--- src/hdl/sme_pkg.sv ---
// Package with shared types and constants for the stable matching engine.
package sme_pkg;
   localparam int DEFAULT_MAX_PAIRS = 16;
   localparam int RANK_W = 5;
   localparam int CNT_W = 5;
   localparam logic [CNT_W-1:0] CNT_SAT = 5'd31;

   typedef enum logic [1:0] {
      CMD_LOAD_PROP = 2'd0,
      CMD_LOAD_ACC  = 2'd1,
      CMD_RUN       = 2'd2,
      CMD_QUERY     = 2'd3
   } cmd_type;

   typedef enum logic [3:0] {
      ST_IDLE,
      ST_CLEAR,
      ST_FIND,
      ST_SCAN_ADDR,
      ST_SCAN,
      ST_ACC_ADDR,
      ST_ACC_PREV,
      ST_ACC_NEW,
      ST_DECIDE,
      ST_QUERY,
      ST_REPLY
   } state_type;
endpackage

--- src/hdl/stable_matching_engine_core.sv ---
// Top level of the stable matching engine: control sequencer and state memories.
//
//  channel   direction  tdata fields (low bit up)                 tuser
//  req       in         proposer, acceptor, rank_value            cmd
//  rsp       out        proposals, partner, partner_valid         reply_kind
//  csr       in         pairs_in_use (write only)                 -
//
// A run first clears the strike marks one entry per cycle over every proposer and
// acceptor slot, clearing the acceptor and proposer tables along the way. Each
// proposal then scans the proposer's rank row, reads the chosen acceptor and, when
// the acceptor is already engaged, compares the two acceptor ranks; busy proposers
// are skipped. The serial scan of one proposer's rank row through the single read
// port of the proposer rank memory dominates.
// Reset is synchronous and starts the same clearing pass; the rank memories are
// undefined until loaded. While a result waits on rsp, req is not accepted.
module stable_matching_engine_core #(
   parameter int MAX_PAIRS = sme_pkg::DEFAULT_MAX_PAIRS
) (
   input  logic        clock,
   input  logic        reset,
   input  logic        req_tvalid,
   output logic        req_tready,
   input  logic [15:0] req_tdata,   // proposer[3:0], acceptor[7:4], rank_value[12:8]
   input  logic [1:0]  req_tuser,   // cmd[1:0]
   output logic        rsp_tvalid,
   input  logic        rsp_tready,
   output logic [15:0] rsp_tdata,   // proposals[4:0], partner[8:5], partner_valid[9]
   output logic        rsp_tuser,   // reply_kind
   input  logic        csr_wr_en,
   input  logic [4:0]  csr_wr_data  // pairs_in_use
);
   import sme_pkg::*;
   localparam int IW = $clog2(MAX_PAIRS);
   localparam int AW = 2 * IW;
   localparam int DEPTH = 1 << AW;
   localparam int PW = $clog2(MAX_PAIRS + 1);
   localparam int GW = $clog2(MAX_PAIRS * MAX_PAIRS + MAX_PAIRS + 1);
   localparam logic [GW-1:0] GUARD_INIT = GW'(MAX_PAIRS * MAX_PAIRS + MAX_PAIRS);

   // Request fields; indices of MAX_PAIRS and above are detected on the 4-bit field.
   logic [3:0] f_prop, f_acc;
   logic [4:0] f_rank;
   cmd_type    f_cmd;
   assign f_prop = req_tdata[3:0];
   assign f_acc  = req_tdata[7:4];
   assign f_rank = req_tdata[12:8];
   assign f_cmd  = cmd_type'(req_tuser);
   logic p_ok, a_ok;
   assign p_ok = 32'(f_prop) < MAX_PAIRS;
   assign a_ok = 32'(f_acc) < MAX_PAIRS;

   logic [4:0] pairs_ff;
   always_ff @(posedge clock) begin
      if (reset) pairs_ff <= 5'd16;
      else if (csr_wr_en) pairs_ff <= csr_wr_data;
   end
   logic [PW-1:0] n_act;
   always_comb begin
      if (pairs_ff == 5'd0) n_act = PW'(1);
      else if (32'(pairs_ff) > MAX_PAIRS) n_act = PW'(MAX_PAIRS);
      else n_act = PW'(pairs_ff);
   end

   // Per-entry state memories (acceptor table, proposer busy, strike marks).
   logic [IW-1:0]   eng_mem [MAX_PAIRS];
   logic            engv_mem [MAX_PAIRS];
   logic [CNT_W-1:0] cnt_mem [MAX_PAIRS];
   logic            busy_mem [MAX_PAIRS];
   logic            strk_mem [DEPTH];

   state_type st_ff, st_in;
   logic [IW-1:0] sp_ff, sp_in, cur_ff, cur_in, j_ff, j_in, best_ff, best_in, prev_ff, prev_in;
   logic [RANK_W-1:0] best_r_ff, best_r_in, prev_r_ff, prev_r_in;
   logic          have_ff, have_in;
   logic [PW-1:0] tot_ff, tot_in;
   logic [GW-1:0] guard_ff, guard_in;
   logic [3:0]    qa_ff, qa_in;
   logic          qok_ff, qok_in;
   logic          rkind_ff, rkind_in, rpv_ff, rpv_in;
   logic [CNT_W-1:0] rprop_ff, rprop_in;
   logic [IW-1:0] rpart_ff, rpart_in;

   // Memory reads, registered.
   logic [IW-1:0] a_rd_idx, p_rd_idx;
   logic [AW-1:0] s_rd_addr;
   logic [IW-1:0] eng_q;
   logic          engv_q, busy_q, strk_q;
   logic [CNT_W-1:0] cnt_q;
   // Memory writes.
   logic          acc_we;
   logic [IW-1:0] acc_widx;
   logic [IW-1:0] acc_weng;
   logic          acc_wv;
   logic [CNT_W-1:0] acc_wcnt;
   logic          busy_we;
   logic [IW-1:0] busy_widx;
   logic          busy_wd;
   logic          busy2_we;
   logic [IW-1:0] busy2_widx;
   logic          strk_we, strk_wd;
   logic [AW-1:0] strk_waddr;

   always_ff @(posedge clock) begin
      eng_q  <= eng_mem[a_rd_idx];
      engv_q <= engv_mem[a_rd_idx];
      cnt_q  <= cnt_mem[a_rd_idx];
      busy_q <= busy_mem[p_rd_idx];
      strk_q <= strk_mem[s_rd_addr];
      if (acc_we) begin
         eng_mem[acc_widx]  <= acc_weng;
         engv_mem[acc_widx] <= acc_wv;
         cnt_mem[acc_widx]  <= acc_wcnt;
      end
      if (busy_we) busy_mem[busy_widx] <= busy_wd;
      if (busy2_we) busy_mem[busy2_widx] <= 1'b1;
      if (strk_we) strk_mem[strk_waddr] <= strk_wd;
   end
   // Set during the clearing pass after reset; that pass returns to idle
   // instead of starting a match.
   logic init_ff;

   // Rank memories.
   logic          pr_we, ar_we;
   logic [AW-1:0] pr_raddr, ar_raddr;
   logic [RANK_W-1:0] pr_q, ar_q;
   sme_rank_mem #(.DEPTH(DEPTH), .AW(AW)) u_prop_rank (
      .clock(clock), .wr_en(pr_we), .wr_addr({IW'(f_prop), IW'(f_acc)}),
      .wr_data(f_rank), .rd_addr(pr_raddr), .rd_data(pr_q));
   sme_rank_mem #(.DEPTH(DEPTH), .AW(AW)) u_acc_rank (
      .clock(clock), .wr_en(ar_we), .wr_addr({IW'(f_prop), IW'(f_acc)}),
      .wr_data(f_rank), .rd_addr(ar_raddr), .rd_data(ar_q));

   logic [PW-1:0] clr_ff, clr_in;
   logic [AW:0]   sclr_ff, sclr_in;

   always_ff @(posedge clock) begin
      if (reset) begin
         st_ff <= ST_CLEAR;
         init_ff <= 1'b1;
         clr_ff <= '0;
         sclr_ff <= '0;
         tot_ff <= '0;
         sp_ff <= '0;
      end else begin
         st_ff <= st_in;
         init_ff <= (st_ff == ST_CLEAR && st_in != ST_CLEAR) ? 1'b0 : init_ff;
         clr_ff <= clr_in;
         sclr_ff <= sclr_in;
         tot_ff <= tot_in;
         sp_ff <= sp_in;
      end
      cur_ff <= cur_in; j_ff <= j_in; best_ff <= best_in; prev_ff <= prev_in;
      best_r_ff <= best_r_in; prev_r_ff <= prev_r_in; have_ff <= have_in;
      guard_ff <= guard_in; qa_ff <= qa_in; qok_ff <= qok_in;
      rkind_ff <= rkind_in; rpv_ff <= rpv_in; rprop_ff <= rprop_in; rpart_ff <= rpart_in;
   end

   logic [IW-1:0] n_last;
   assign n_last = IW'(n_act - PW'(1));

   always_comb begin
      st_in = st_ff; clr_in = clr_ff; sclr_in = sclr_ff; tot_in = tot_ff; sp_in = sp_ff;
      cur_in = cur_ff; j_in = j_ff; best_in = best_ff; prev_in = prev_ff;
      best_r_in = best_r_ff; prev_r_in = prev_r_ff; have_in = have_ff;
      guard_in = guard_ff; qa_in = qa_ff; qok_in = qok_ff;
      rkind_in = rkind_ff; rpv_in = rpv_ff; rprop_in = rprop_ff; rpart_in = rpart_ff;
      req_tready = 1'b0; pr_we = 1'b0; ar_we = 1'b0;
      a_rd_idx = '0; p_rd_idx = sp_ff; s_rd_addr = '0;
      pr_raddr = {cur_ff, j_ff}; ar_raddr = '0;
      acc_we = 1'b0; acc_widx = '0; acc_weng = '0; acc_wv = 1'b0;
      acc_wcnt = '0; busy_we = 1'b0; busy_widx = '0; busy_wd = 1'b0;
      busy2_we = 1'b0; busy2_widx = cur_ff;
      strk_we = 1'b0; strk_wd = 1'b0; strk_waddr = '0;
      unique case (st_ff)
         ST_IDLE: begin
            req_tready = 1'b1;
            if (req_tvalid) begin
               unique case (f_cmd)
                  CMD_LOAD_PROP: pr_we = p_ok && a_ok;
                  CMD_LOAD_ACC:  ar_we = p_ok && a_ok;
                  CMD_RUN: begin
                     st_in = ST_CLEAR; clr_in = '0; sclr_in = '0;
                  end
                  CMD_QUERY: begin
                     qa_in = f_acc; qok_in = a_ok; st_in = ST_QUERY;
                  end
                  default: ;
               endcase
            end
         end
         ST_CLEAR: begin
            // Clears one strike row entry per cycle, plus one acceptor and one proposer entry while any remain.
            acc_we = 32'(clr_ff) < MAX_PAIRS; acc_widx = IW'(clr_ff);
            busy_we = 32'(clr_ff) < MAX_PAIRS; busy_widx = IW'(clr_ff);
            strk_we = 1'b1; strk_waddr = AW'(sclr_ff);
            sclr_in = sclr_ff + 1'b1;
            if (32'(clr_ff) < MAX_PAIRS) clr_in = clr_ff + 1'b1;
            if (32'(sclr_ff) == DEPTH - 1) begin
               tot_in = '0; sp_in = '0; guard_in = GUARD_INIT;
               st_in = init_ff ? ST_IDLE : ST_FIND;
            end
         end
         ST_FIND: begin
            // The busy read of sp_ff issued here is seen as busy_q in ST_SCAN_ADDR.
            if (tot_ff == n_act || guard_ff == '0) begin
               rkind_in = 1'b0; rpv_in = 1'b0; rprop_in = '0; rpart_in = '0;
               st_in = ST_REPLY;
            end else begin
               st_in = ST_SCAN_ADDR;
               p_rd_idx = sp_ff;
            end
         end
         ST_SCAN_ADDR: begin
            if (busy_q) begin
               sp_in = (sp_ff == n_last) ? '0 : sp_ff + 1'b1;
               p_rd_idx = (sp_ff == n_last) ? '0 : sp_ff + 1'b1;
            end else begin
               cur_in = sp_ff; j_in = '0; have_in = 1'b0;
               guard_in = guard_ff - 1'b1;
               pr_raddr = {sp_ff, IW'(0)}; s_rd_addr = {sp_ff, IW'(0)};
               st_in = ST_SCAN;
            end
         end
         ST_SCAN: begin
            // pr_q and strk_q hold entry j_ff of the current proposer's row.
            if (!strk_q && (!have_ff || pr_q < best_r_ff)) begin
               best_in = j_ff; best_r_in = pr_q; have_in = 1'b1;
            end
            pr_raddr = {cur_ff, j_ff + 1'b1}; s_rd_addr = {cur_ff, j_ff + 1'b1};
            j_in = j_ff + 1'b1;
            if (j_ff == n_last) begin
               if (!strk_q || have_ff) st_in = ST_ACC_ADDR;
               else begin
                  rkind_in = 1'b0; rpv_in = 1'b0; rprop_in = '0; rpart_in = '0;
                  st_in = ST_REPLY;
               end
            end
         end
         ST_ACC_ADDR: begin
            a_rd_idx = best_ff; st_in = ST_ACC_PREV;
         end
         ST_ACC_PREV: begin
            prev_in = eng_q;
            ar_raddr = {eng_q, best_ff};
            acc_we = 1'b1; acc_widx = best_ff; acc_weng = eng_q; acc_wv = engv_q;
            acc_wcnt = (cnt_q < CNT_SAT) ? cnt_q + 1'b1 : cnt_q;
            if (!engv_q) begin
               acc_weng = cur_ff; acc_wv = 1'b1;
               busy2_we = 1'b1; tot_in = tot_ff + 1'b1;
               p_rd_idx = sp_ff; st_in = ST_FIND;
            end else begin
               rprop_in = acc_wcnt; st_in = ST_ACC_NEW;
            end
         end
         ST_ACC_NEW: begin
            prev_r_in = ar_q; ar_raddr = {cur_ff, best_ff}; st_in = ST_DECIDE;
         end
         ST_DECIDE: begin
            p_rd_idx = sp_ff;
            if (prev_r_ff > ar_q) begin
               acc_we = 1'b1; acc_widx = best_ff; acc_weng = cur_ff; acc_wv = 1'b1;
               acc_wcnt = rprop_ff;
               busy_we = 1'b1; busy_widx = prev_ff; busy_wd = 1'b0;
               busy2_we = 1'b1;
               strk_we = 1'b1; strk_wd = 1'b1; strk_waddr = {prev_ff, best_ff};
            end else begin
               strk_we = 1'b1; strk_wd = 1'b1; strk_waddr = {cur_ff, best_ff};
            end
            st_in = ST_FIND;
         end
         ST_QUERY: begin
            a_rd_idx = IW'(qa_ff); st_in = ST_REPLY;
            rkind_in = 1'b1;
         end
         ST_REPLY: ;
         default: st_in = ST_IDLE;
      endcase
      // Query data arrives in the cycle after the address.
      if (st_ff == ST_REPLY && rkind_ff && qok_ff) begin
         rprop_in = cnt_q; rpart_in = eng_q; rpv_in = engv_q; qok_in = 1'b0;
      end
      if (st_ff == ST_QUERY && !qok_ff) begin
         rprop_in = '0; rpart_in = '0; rpv_in = 1'b0;
      end
      if (st_ff == ST_REPLY && rsp_tready && !(rkind_ff && qok_ff)) st_in = ST_IDLE;
   end

   assign rsp_tvalid = (st_ff == ST_REPLY) && !(rkind_ff && qok_ff);
   assign rsp_tuser  = rkind_ff;
   assign rsp_tdata  = {6'd0, rpv_ff, 4'(rpart_ff), rprop_ff};
endmodule

--- src/hdl/sme_rank_mem.sv ---
// Synchronous rank memory, one write port and one registered read port.
module sme_rank_mem #(
   parameter int DEPTH = 256,
   parameter int AW = 8
) (
   input  logic                      clock,
   input  logic                      wr_en,
   input  logic [AW-1:0]             wr_addr,
   input  logic [sme_pkg::RANK_W-1:0] wr_data,
   input  logic [AW-1:0]             rd_addr,
   output logic [sme_pkg::RANK_W-1:0] rd_data
);
   import sme_pkg::*;
   logic [RANK_W-1:0] mem [DEPTH];
   always_ff @(posedge clock) begin
      if (wr_en) mem[wr_addr] <= wr_data;
      rd_data <= mem[rd_addr];
   end
endmodule

--- config.mk ---
export PLATFORM = sky130hd
export DESIGN_NAME = stable_matching_engine_core
export DESIGN_NICKNAME = d
export VERILOG_FILES = /design/src/hdl/sme_pkg.sv /design/src/hdl/stable_matching_engine_core.sv /design/src/hdl/sme_rank_mem.sv
export SDC_FILE = /design/constraint.sdc
export NUM_CORES = 2
export LEC_CHECK = 0
export BUFFER_PORTS_ARGS = -buffer_cell sky130_fd_sc_hd__buf_4
export CAP_MARGIN = 20
export CORE_UTILIZATION = 30
export DETAILED_ROUTE_END_ITERATION = 8
export PLACE_DENSITY = 0.47
export SLEW_MARGIN = 10
export SYNTH_ARGS = -nofsm -noshare
export SYNTH_HDL_FRONTEND = slang
export SYNTH_SLANG_ARGS = --single-unit
--- constraint.sdc ---
create_clock -name clock -period 8.45 [get_ports clock]
set_input_delay 0 -clock clock [delete_from_list [all_inputs] [get_ports clock]]
set_output_delay 0 -clock clock [all_outputs]
set_load 0.1 [all_outputs]
==> reports/qor.txt <==
SETUP PATH
--------------------------------------------------------------------------------------
Kind of start point of the critical path                                     flip-flop
Worst endpoint required time                                                   9.21 ns
Critical path data arrival time                                                6.50 ns
Start-to-end type of the worst setup path                                 flip-flop to flip-flop
Crit path max fanout                                                                57
Sort of element at the end of the critical path                              flip-flop

CELLS AND AREA
--------------------------------------------------------------------------------------
Area growth syn-to-layout                                                        13.7%
Layout cell share with drive strength beyond 1                                  0.0789
Number of filler instances in the final layout                                  41,000
Layout net count                                                                 9,767
Final core utilization                                                           0.343

PWR
--------------------------------------------------------------------------------------
Power Internal                                                               25,500 µW
Fraction of power consumed by combinational cells                                0.015
Cell Pwr Density                                                            220 nW/µm²
Switching power of the nets                                                    6530 µW
Power share of the clock group                                                   0.458
Lkg Pwr                                                                      0.0457 µW
Maximum vdd drop                                                              0.162 mV
Relative contribution of sequential cells to total power                         0.527
Sw Share                                                                         0.204
Overall power after layout                                                   32,000 µW

SYNTH
--------------------------------------------------------------------------------------
Synth warnings                                                                       0
Number of distinct standard cells referenced by the synthesized netlist             88
Main flop type after synthesis                                            sky130_fd_sc_hd__edfxtp_1
Flops & latches, synth                                                           3,099
Fraction of the yosys area taken by sequential cells                             0.722
Number of enable flip-flop cells after synthesis                                 3,017
Post-Syn Area per Cell                                                        12.9 µm²
Number of instances in the synthesized netlist                                   9,874
Fraction of registers with async set/reset                                           0
Mapped Area                                                                128,000 µm²

RUN
--------------------------------------------------------------------------------------
Max-cap check violation count                                                        0

GLOBAL ROUTING
--------------------------------------------------------------------------------------
Number of antenna violations at the first check in global routing                   29
Global route total overflow                                                          0
Via count of the first global-routing pass                                      81,500
Pin count of the biggest net entering global routing                               182
Total global-route track usage                                                   0.174
Global-route wire length before repair                                      558,000 µm

STA
--------------------------------------------------------------------------------------
Actual slew at the worst max-slew pin                                          1.10 ns
Final cycle utilization of the critical path                                     0.679
Post-route minimum period                                                      5.73 ns
Setup slack of the critical path after layout                                  2.72 ns
Normalized max-slew margin                                                       0.264
Skew final                                                                   0.0557 ns
Final-layout setup total negative slack                                           0 ns
Setup repair after global routing missed its margin                                 no
Max Transition Viols Final                                                           0
Max frequency                                                                0.174 GHz
Final hold violations                                                                0
Number of failing setup endpoints in the final timing report                         0

DRT
--------------------------------------------------------------------------------------
Number of design rule violations left after detail routing                           2
Number of vias in the routed layout                                             81,700
Mean routed wirelength per cell                                                24.4 µm
Post-detailed-route count of antenna-violating nets                                  0
Starting DRC count in detailed routing                                           7,718
Number of optimization iterations in the first detailed-route pass                   9
Per-cell via count in the routed design                                           5.21
Wirelength, routed                                                          383,000 µm

CLOCK TREE
--------------------------------------------------------------------------------------
Clock sink count                                                                 3,099
CTS root buffer                                                           sky130_fd_sc_hd__clkbuf_16
TritonCTS clock tree                                                             built
Clock-pin slew of the registers on the worst-case setup and hold paths         0.06 ns
Insertion delay to the later sink of the worst-skew pair                       0.94 ns
Clk buf depth                                                                        4
Number of clock buffers inserted by TritonCTS                                      338
Level count of the clock H-tree                                                      5
Post CTS Setup Buffer Count                                                          0

FLOORPLAN
--------------------------------------------------------------------------------------
Area of the die                                                            428,000 µm²
Vertical die dimension                                                          655 µm
Die width                                                                       655 µm
Total number of placement rows                                                     239
Core Footprint                                                             424,000 µm²
Starting Density                                                                 0.302
Count of boundary I/O pins                                                          47

PLACE
--------------------------------------------------------------------------------------
Final HPWL from detailed placement                                          223,000 µm
GPL Wtd Cong                                                                     0.806
Placement-stage worst setup slack                                              2.76 ns
Number of buffer cells added on primary ports                                       37

RUN STATUS
--------------------------------------------------------------------------------------
Violated checks                                                           design-rule violations
Status                                                                    complete, but fails checks

HOLD PATH
--------------------------------------------------------------------------------------
Class of the tightest hold or removal check                               input port to flip-flop

-- cell usage in the layout, fill, tap and decap left out, types with 19 or more instances in the layout --
cell type and instances:
sky130_fd_sc_hd__a211oi_1 464, sky130_fd_sc_hd__a21oi_1 176, sky130_fd_sc_hd__a22oi_1 32, sky130_fd_sc_hd__a311oi_1 361, sky130_fd_sc_hd__a31oi_1 179, sky130_fd_sc_hd__a32oi_1 31, sky130_fd_sc_hd__and2_0 47, sky130_fd_sc_hd__and2_1 206
sky130_fd_sc_hd__and3_1 198, sky130_fd_sc_hd__buf_12 19, sky130_fd_sc_hd__buf_4 194, sky130_fd_sc_hd__bufinv_16 31, sky130_fd_sc_hd__clkbuf_1 70, sky130_fd_sc_hd__clkbuf_16 351, sky130_fd_sc_hd__clkinv_1 73, sky130_fd_sc_hd__clkinv_2 62
sky130_fd_sc_hd__dfxtp_1 82, sky130_fd_sc_hd__dlygate4sd3_1 42, sky130_fd_sc_hd__edfxtp_1 3017, sky130_fd_sc_hd__inv_1 30, sky130_fd_sc_hd__mux2i_1 121, sky130_fd_sc_hd__nand2_1 1919, sky130_fd_sc_hd__nand3_1 578, sky130_fd_sc_hd__nand4_1 68
sky130_fd_sc_hd__nor2_1 891, sky130_fd_sc_hd__nor2b_1 25, sky130_fd_sc_hd__nor3_1 82, sky130_fd_sc_hd__nor4_1 23, sky130_fd_sc_hd__o2111ai_1 24, sky130_fd_sc_hd__o211ai_1 40, sky130_fd_sc_hd__o21ai_0 116, sky130_fd_sc_hd__o221ai_1 23
sky130_fd_sc_hd__o22ai_1 21, sky130_fd_sc_hd__o311ai_0 21, sky130_fd_sc_hd__or3_1 43
-- state kept, by name (all words and copies together), names as in the netlist, 5 cells and up --
name                 count
strk_mem               256
best_r_ff                5
cnt_mem                 80
u_prop_rank.rd_data      5
clr_ff                   5
busy_mem                16
cnt_q                    5
eng_mem                 64
u_prop_rank.mem       1280
guard_ff                 9
prev_r_ff                5
u_acc_rank.mem        1280
tot_ff                   5
sclr_ff                  9
rprop_ff                 5
u_acc_rank.rd_data       5
engv_mem                16
pairs_ff                 5
-- cell families after synthesis --
group / after synthesis / synth area share
AO/OA/AOI/OAI: 1613 / 0.0927
multiplexers: 140 / 0.0118
adder cells (fa/ha/maj): 18 / 0.00176
other: 1 / 0.0000294
flip-flops: 3099 / 0.722
XOR/XNOR: 31 / 0.00213
AND/OR/NAND/NOR: 4174 / 0.143
buffers and inverters: 798 / 0.0265
-- layer usage --
metal / GRT usage / wire length, µm / vias to the layer above
met5: 0 / 24 / -
met4: 0.0464 / 9860 / 4
met3: 0.0197 / 20800 / 581
met1: 0.239 / 170000 / 41600
met2: 0.289 / 182000 / 2538
li1: - / - / 36900
-- cells in the mapped netlist, types with 123 or more instances --
cell / instances / share of area
sky130_fd_sc_hd__edfxtp_1: 3017 / 0.71
sky130_fd_sc_hd__nand2_1: 1934 / 0.057
sky130_fd_sc_hd__nor2_1: 896 / 0.026
sky130_fd_sc_hd__nand3_1: 584 / 0.023
sky130_fd_sc_hd__clkbuf_1: 491 / 0.014
sky130_fd_sc_hd__a211oi_1: 465 / 0.027
sky130_fd_sc_hd__a311oi_1: 361 / 0.025
sky130_fd_sc_hd__and2_1: 210 / 0.010
sky130_fd_sc_hd__and3_1: 199 / 0.0097
sky130_fd_sc_hd__buf_2: 190 / 0.0074
sky130_fd_sc_hd__a31oi_1: 180 / 0.0088
sky130_fd_sc_hd__a21oi_1: 176 / 0.0069
sky130_fd_sc_hd__mux2i_1: 123 / 0.0096
-- power by group through the flow --
stage | clock [µW] | sequential, µW | combinational (µW)
detailed placement | 0 | 17200 | 488
floorplan | 0 | 17200 | 108
global route | 15500 | 16900 | 526
finish | 14700 | 16900 | 492
CTS | 14900 | 16900 | 508
global placement | 0 | 17200 | 481
-- stage by stage --
step,hold WS (ns),instance area [µm²],cells
final,0.104,145000,15700
after global routing,0.0812,145000,15700
after CTS,0.0471,145000,15700
after detailed placement,0.240,134000,15000
after global placement,0.246,134000,15000
after floorplan,0.0989,128000,9879
-- worst paths after layout --
path | startpoint | end | slack [ns] | cells after the start
min reg2reg | init_ff$_SDFFE_PP1P_ | init_ff$_SDFFE_PP1P_ | 0.46 | 1
max | st_ff[1]$_SDFF_PP0_ | u_prop_rank.rd_data[1]$_DFF_P_ | 2.72 | 11
max reg2reg | st_ff[1]$_SDFF_PP0_ | u_prop_rank.rd_data[1]$_DFF_P_ | 2.72 | 11
min | reset | sclr_ff[8]$_SDFFE_PP0P_ | 0.10 | 3
-- repair_timing --
action,CTS,global route
hold endpoints to repair,646,0
gates resized for setup,0,0
hold buffers,42,0
-- final cells by class --
| type | instances | area (µm²) | share of cell area |
|---|---|---|---|
| antenna | 6 | 15.0 | 0.000103 |
| sequential | 3099 | 92200 | 0.635 |
| clock inverter | 190 | 1800 | 0.0124 |
| inverter | 36 | 141 | 0.000973 |
| multi-input combinational | 5982 | 32500 | 0.224 |
| tap | 5663 | 7090 | 0.0488 |
| timing repair buffer | 264 | 2390 | 0.0164 |
| clock buffer | 426 | 9110 | 0.0627 |
-- critical path, cell delays in order (launching register included) --
cell and delay, ns:
sky130_fd_sc_hd__dfxtp_1 0.83, sky130_fd_sc_hd__or4b_2 0.28, sky130_fd_sc_hd__inv_2 0.12, sky130_fd_sc_hd__o21ai_4 0.67, sky130_fd_sc_hd__and2_4 0.77, sky130_fd_sc_hd__buf_4 0.57, sky130_fd_sc_hd__buf_4 0.64, sky130_fd_sc_hd__nand3_1 0.41
sky130_fd_sc_hd__o22ai_1 0.29, sky130_fd_sc_hd__nor4_1 0.12, sky130_fd_sc_hd__o311ai_1 0.67, sky130_fd_sc_hd__nand3_1 0.13
Power figures use the tool's default switching activity.
